[config.mk]
export PLATFORM = sky130hd
export DESIGN_NAME = lde_ram
export DESIGN_NICKNAME = d
export VERILOG_FILES = /design/src/rtl/luma_difference_edge_detector_defines.svh /design/src/rtl/lde_ram.sv
export SDC_FILE = /design/constraint.sdc
export NUM_CORES = 1
export LEC_CHECK = 0
export BUFFER_PORTS_ARGS = -buffer_cell sky130_fd_sc_hd__buf_4
export CAP_MARGIN = 20
export CORE_MARGIN = 5
export CORE_UTILIZATION = 25
export DETAILED_ROUTE_END_ITERATION = 6
export PLACE_DENSITY = 0.49
export SYNTH_ARGS = -nofsm -noshare
export SYNTH_HDL_FRONTEND = slang
export SYNTH_SLANG_ARGS = --single-unit
[constraint.sdc]
create_clock -name clock -period 5 [get_ports clock]
set_input_delay 1.25 -clock clock [delete_from_list [all_inputs] [get_ports clock]]
set_output_delay 1.25 -clock clock [all_outputs]
set_load 0.02 [all_outputs]
[src/rtl/luma_difference_edge_detector_defines.svh]
// assertion macros for the luma difference edge detector
`ifndef LUMA_DIFFERENCE_EDGE_DETECTOR_DEFINES_SVH
`define LUMA_DIFFERENCE_EDGE_DETECTOR_DEFINES_SVH

`ifndef SYNTHESIS

// same-cycle implication, checked out of reset
`define LDE_ASSERT_NOW(label, ante, cons) \
   label: assert property (@(posedge clock) disable iff (reset) (ante) |-> (cons)) \
      else $error("lde assertion failed");

// next-cycle implication, checked out of reset
`define LDE_ASSERT_NEXT(label, ante, cons) \
   label: assert property (@(posedge clock) disable iff (reset) (ante) |=> (cons)) \
      else $error("lde assertion failed");

`else

`define LDE_ASSERT_NOW(label, ante, cons)
`define LDE_ASSERT_NEXT(label, ante, cons)

`endif

`endif

[src/rtl/lde_ram.sv]
// simple dual port ram, registered read, read-first on an address clash
module lde_ram #(
   parameter int WIDTH = 8,
   parameter int DEPTH = 16
) (
   input  logic                     clock,
   input  logic                     wr_en,
   input  logic [$clog2(DEPTH)-1:0] wr_addr,
   input  logic [WIDTH-1:0]         wr_data,
   input  logic                     rd_en,
   input  logic [$clog2(DEPTH)-1:0] rd_addr,
   output logic [WIDTH-1:0]         rd_data
);

   logic [WIDTH-1:0] mem_ff [DEPTH];
   logic [WIDTH-1:0] rd_data_ff;

   // read returns the old contents when the write hits the same entry
   always_ff @(posedge clock) begin
      if (rd_en) begin
         rd_data_ff <= mem_ff[rd_addr];
      end
      if (wr_en) begin
         mem_ff[wr_addr] <= wr_data;
      end
   end

   assign rd_data = rd_data_ff;

endmodule

==> flow_metrics.tcl, run 1 <==
set metrics [dict create \
    timing.final.setup_violations 0 \
    viasPerCell 4.34 \
    num_vias 2399 \
    fmax_ghz 0.363 \
    cp_max_fo 32 \
    powerDensity_nw_per_um2 405 \
    crit_family "multiplexers" \
    hold_violations 0 \
    drive_gt1_share_pct 26.6 \
    num_rows 53 \
    total_power_w 0.00252 \
    leakage_nw 1.99 \
    min_period_over_period_pct 55.0 \
    end_kind "register" \
    antenna_found_initial 0 \
    setup_tns_ns 0 \
    synth_top_area_share_pct 78.1 \
    synth.distinct_cells 18 \
    cts_buffer_depth 2 \
    maxSlewViolCount 0 \
    path_buf_inv 1 \
    netlist_instances 229 \
    synthTopCellsByArea "edfxtp_1 (78%), mux4_2 (7.8%), mux4_1 (7.0%), a22oi_1 (2.3%), nor2_1 (0.93%)" \
    clk_pin_slew_ns 0.06 \
    required_ns 5.15 \
    ant_nets 0 \
    cts_resized 0 \
    die_h_um 155 \
    ys_ff_latch 136 \
    grt.total_usage_pct 9.87 \
    worstMarginPinSlew_ns 0.979 \
    core_area_um2 20800 \
    hold_class "register to register" \
    start_kind "input pin" \
    initial_utilization_pct 25.1 \
    crit_type "input pin to register" \
    peakVddDrop_uv 264 \
    clockRootBuffer "clkbuf_16" \
    gp_congestion 0.717 \
    cts_buffers 17 \
    critPathSlowestCell "mux4_1" \
    cts.sink_count 136 \
    slew_headroom_pct 34.5 \
    status "completed" \
    avgSynthCellArea_um2 22.8 \
    fin_skew_ns 0.0124 \
    firstDrtPassIters 4 \
    nFillCells 2058 \
    path_depth 4 \
    period_needed_ns 2.75 \
    cts_setup_buffers 0 \
    layout.nets 285 \
    grt_pass1_vias 2595 \
    worst_hold_slack_ns 0.749 \
    wl_mm 11.2 \
    yosysWarningCount 0 \
    diodes 0 \
    drc 0 \
    grt_pass1_wl_mm 16.8 \
    crit_path_max_incr_delay_ns 0.65 \
    grt_max_degree 33 \
    syn-cell-area_um2 5230 \
    dp_hpwl_mm 7.05 \
    cts_hold_buf 0 \
    yosys.area.top_type "edfxtp_1" \
    worstSkewPairLatency_ns 0.42 \
    ys_seq_area_share_pct 78.1 \
    io_buffers 26 \
    pin_count 27 \
    cts_tree "done" \
    area_growth_pct 19.1 \
    arrival_ns 2.90 \
    die_area_um2 23900 \
    hold_depth 3 \
    gr-total-overflow 0 \
    drt_iter0_drc 164 \
    rsz0062_at_grt "no" \
    drt-wirelength-per-cell_um 20.2 \
    htreeDepth 4 \
    max_cap_violations 0 \
    die-width_um 155 \
    path_cells "buf_4 > mux4_1 > a22oi_1 > nand2_1" \
    reg2reg_depth 3 \
    syn_nets 248 \
]
-- where the power goes --
| group | internal (W) | switching [W] |
|---|---|---|
| combinational | 0.0000516 | 0.0000767 |
| clock | 0.000670 | 0.000433 |
| sequential | 0.00129 | 0.00000728 |
| total | 0.00201 | 0.000517 |
-- metal layers --
layer / global-route usage, % / vias to the layer above / part of all wire [%]
met3: 3.13 / 11 / 7.3
li1: - / 1053 / -
met1: 14.1 / 1262 / 47
met4: 3.28 / 0 / 1.1
met2: 14.3 / 73 / 45
met5: 0 / - / 0
-- stage by stage --
stage	instances	utilization [%]	setup slack (ns)	area, µm²
2_1_floorplan	229	-	2.26	5230
3_3_place_gp	522	27.4	1.57	5700
3_5_place_dp	522	27.4	1.80	5710
4_1_cts	553	29.9	2.24	6230
5_1_grt	553	29.9	2.16	6230
6_report	553	29.9	2.25	6230
-- cell usage in the layout (no fill, tap or decap), drive strengths merged --
cell,synthesis,routed
a22oi,16,16
and2,1,1
and2b,1,1
buf,7,28
bufinv,0,1
clkbuf,0,20
clkinv,0,7
clkinvlp,0,3
edfxtp,136,136
mux4,32,32
nand2,9,9
nand2b,2,2
nand3,1,1
nand3b,2,2
nor2,13,13
nor2b,1,1
nor3,4,4
or3b,1,1
-- flip-flops by register name (all words and copies together) (netlist names) --
signal   count
rd_data      8
mem_ff     128
-- worst paths after layout --
check / to / slack [ns] / startpoint
min: rd_data[2] / 0.75 / mem_ff[15][2]
min reg2reg: rd_data[2] / 0.75 / mem_ff[15][2]
max: rd_data[4] / 2.25 / rd_addr[0]
max reg2reg: rd_data[6] / 3.40 / mem_ff[2][6]
-- worst min-delay path, delay by kind of cell, from the launching register on --
kind | cells | cell delay (ns)
mux | 1 | 0.22
simple gates | 1 | 0.05
compound gates | 1 | 0.06
flops | 1 | 0.31
-- synthesized netlist by cell type --
library cell	n
and2_1	1
buf_4	1
nor2b_1	1
nor2_1	13
nor3_1	4
nand3_1	1
and2b_1	1
mux4_1	14
a22oi_1	16
edfxtp_1	136
nand2_1	9
buf_2	3
nand3b_1	2
buf_6	3
nand2b_1	2
clkdlybuf4s25_2	3
or3b_2	1
mux4_2	18
-- final cells by class --
class                   count  area [µm²]  share of cell area, %
clock buffers              20         437                   7.01
repair buffers             28         210                   3.38
clock inverters            11        83.8                   1.35
flip-flops and latches    136        4080                   65.6
well taps                 275         344                   5.53
multi-input cells          83        1070                   17.1
-- cells by family after synthesis --
family / share of synthesized area (%)
DFF: 78.1
buffers and inverters: 1.65
and+or+nand+nor: 3.14
muxes: 14.8
AOI/OAI and AO/OA: 2.30
Power figures use the tool's default switching activity.
==> run 2, diff against run 1 <==
--- a/config.mk
+++ b/config.mk
@@ -10,7 +10,7 @@
 export CORE_MARGIN = 5
 export CORE_UTILIZATION = 25
 export DETAILED_ROUTE_END_ITERATION = 6
-export PLACE_DENSITY = 0.49
+export PLACE_DENSITY = 0.51
 export SYNTH_ARGS = -nofsm -noshare
 export SYNTH_HDL_FRONTEND = slang
 export SYNTH_SLANG_ARGS = --single-unit
==> constraint.sdc (replaced) <==
create_clock -name clock -period 2.5 [get_ports clock]
set_input_delay 0.625 -clock clock [delete_from_list [all_inputs] [get_ports clock]]
set_output_delay 0.625 -clock clock [all_outputs]
set_load 0.02 [all_outputs]
==> run 2 against run 1 <==
  * Clock skew down 0.0052 ns
  * Worst hold slack got worse by 0.23 ns
  * First-iteration DRC count up 18%
  * Core utilization increased by 1.3 points
  * Flip-flop and latch count is the same
  * Clock-buffer cell count shrank 3
  * Largest cell class unchanged
==> flow_metrics.tcl, run 2 (same netlist as run 1, synthesis figures left out) <==
set metrics [dict create \
    start_kind "input pin" \
    nFillCells 2027 \
    setup_tns_ns 0 \
    hold_depth 1 \
    rsz0062_at_grt "no" \
    maxSlewViolCount 0 \
    place_ws_ns 0.0934 \
    dp_cells 546 \
    max_cap_violations 0 \
    drt_iter0_drc 194 \
    timing.final.setup_violations 0 \
    min_to "mem_ff[2][5]" \
    layout_common_cells "edfxtp_1 (136), buf_4 (51), mux4_2 (18)" \
    reg2reg_slack_ns 0.86 \
    fin_skew_ns 0.00720 \
    layout.nets 309 \
    stdcell_count 578 \
    gp_congestion 0.725 \
    cp_max_fo 17 \
    drt-wirelength-per-cell_um 19.2 \
    postLayoutSetupSlackWorst_ns 0.572 \
    wl_mm 11.1 \
    grt_pass1_wl_mm 17.2 \
    core_area_um2 20800 \
    grt.total_usage_pct 9.96 \
    die-width_um 155 \
    gr-total-overflow 0 \
    num_vias 2510 \
    worstSkewPairLatency_ns 0.42 \
    grt_max_degree 28 \
    final_common_cell "edfxtp_1" \
    crit_type "input pin to register" \
    cts_buffer_depth 2 \
    leakage_nw 2.17 \
    cts_setup_buffers 0 \
    ant_nets 0 \
    antenna_found_initial 0 \
    slew_headroom_pct 70.8 \
    drive_gt1_share_pct 33.7 \
    finalInstanceArea_um2 6490 \
    worstHoldStart "wr_data[5]" \
    io_buffers 26 \
    grt_pass1_vias 2729 \
    viasPerCell 4.34 \
    total_power_w 0.00537 \
    num_rows 53 \
    reg2reg_depth 3 \
    dp_hpwl_mm 7.43 \
    cts_buffers 17 \
    post_dp_cell_area_um2 5890 \
    clockRootBuffer "clkbuf_16" \
    reg2reg_from "mem_ff[3][7]" \
    clk_pin_slew_ns 0.06 \
    die_area_um2 23900 \
    cts_tree "done" \
    firstDrtPassIters 4 \
    arrival_ns 2.08 \
    fmax_ghz 0.519 \
    end_kind "register" \
    hold_violations 0 \
    largest_reg_flops 128 \
    powerDensity_nw_per_um2 827 \
    initial_utilization_pct 25.1 \
    required_ns 2.65 \
    cts_hold_buf 0 \
    status "completed" \
    regToRegEndpoint "rd_data[7]" \
    hold_class "input pin to register" \
    min_period_over_period_pct 77.1 \
    die_h_um 155 \
    cts.sink_count 136 \
    largest_register "mem_ff" \
    area_growth_pct 24.2 \
    pin_count 27 \
    worstMarginPinSlew_ns 0.437 \
    diodes 0 \
    drc 0 \
    htreeDepth 4 \
    peakVddDrop_uv 454 \
    cts_resized 0 \
    period_needed_ns 1.93 \
]
-- run 2: cell count changes in the layout (fill, tap and decap cells not counted), sizes merged --
cell      before  now
buf           28   52
bufinv         1    3
clkbuf        20   17
clkinvlp       3    2
inv            0    3
-- run 2: worst max-delay path, stage by stage --
cell and delay, ns:
buf_4 0.31, buf_12 0.20, mux4_1 0.55, a22oi_1 0.25, nand2_1 0.13
-- run 2: layer usage --
layer / routed length, µm / vias up / track usage (%) / share of wire [%]
met5: 0 / - / 0 / 0
met4: 159 / 0 / 3.32 / 1.4
met3: 699 / 19 / 3.55 / 6.3
met2: 5140 / 83 / 14.5 / 46
met1: 5120 / 1300 / 13.9 / 46
li1: - / 1108 / - / -
-- run 2: area by class of cell --
type | instances | area, µm² | share of cell area (%)
Clock buffer | 17 | 425 | 6.55
Sequential cell | 136 | 4080 | 62.9
Clock inverter | 15 | 176 | 2.72
Tap cell | 275 | 344 | 5.30
Multi-Input combinational cell | 83 | 1060 | 16.3
Timing Repair Buffer | 52 | 403 | 6.21
-- run 2: worst max-delay path by stage --
| stage | startpoint | end | depth (start not counted) |
|---|---|---|---|
| finish | rd_addr[0] | rd_data[5] | 5 |
| global route | rd_addr[0] | rd_data[5] | 5 |
| CTS | rd_addr[0] | rd_data[5] | 5 |
| detailed placement | rd_addr[0] | rd_data[5] | 5 |
| global placement | rd_addr[0] | rd_data[5] | 5 |
| floorplan | wr_addr[2] | mem_ff[0][0] | 2 |
-- run 2: power by group --
part	switching (W)	leakage, nW	internal [W]
combinational	0.000154	0.638	0.000117
sequential	0.0000137	1.24	0.00257
clock	0.000944	0.291	0.00157
total	0.00111	2.17	0.00426
-- run 2: stage by stage --
stage / util (%) / hold WS, ns
floorplan: - / 0.705
global placement: 28.3 / 0.736
detailed placement: 28.3 / 0.743
CTS: 31.2 / 0.508
global route: 31.2 / 0.507
finish: 31.2 / 0.522
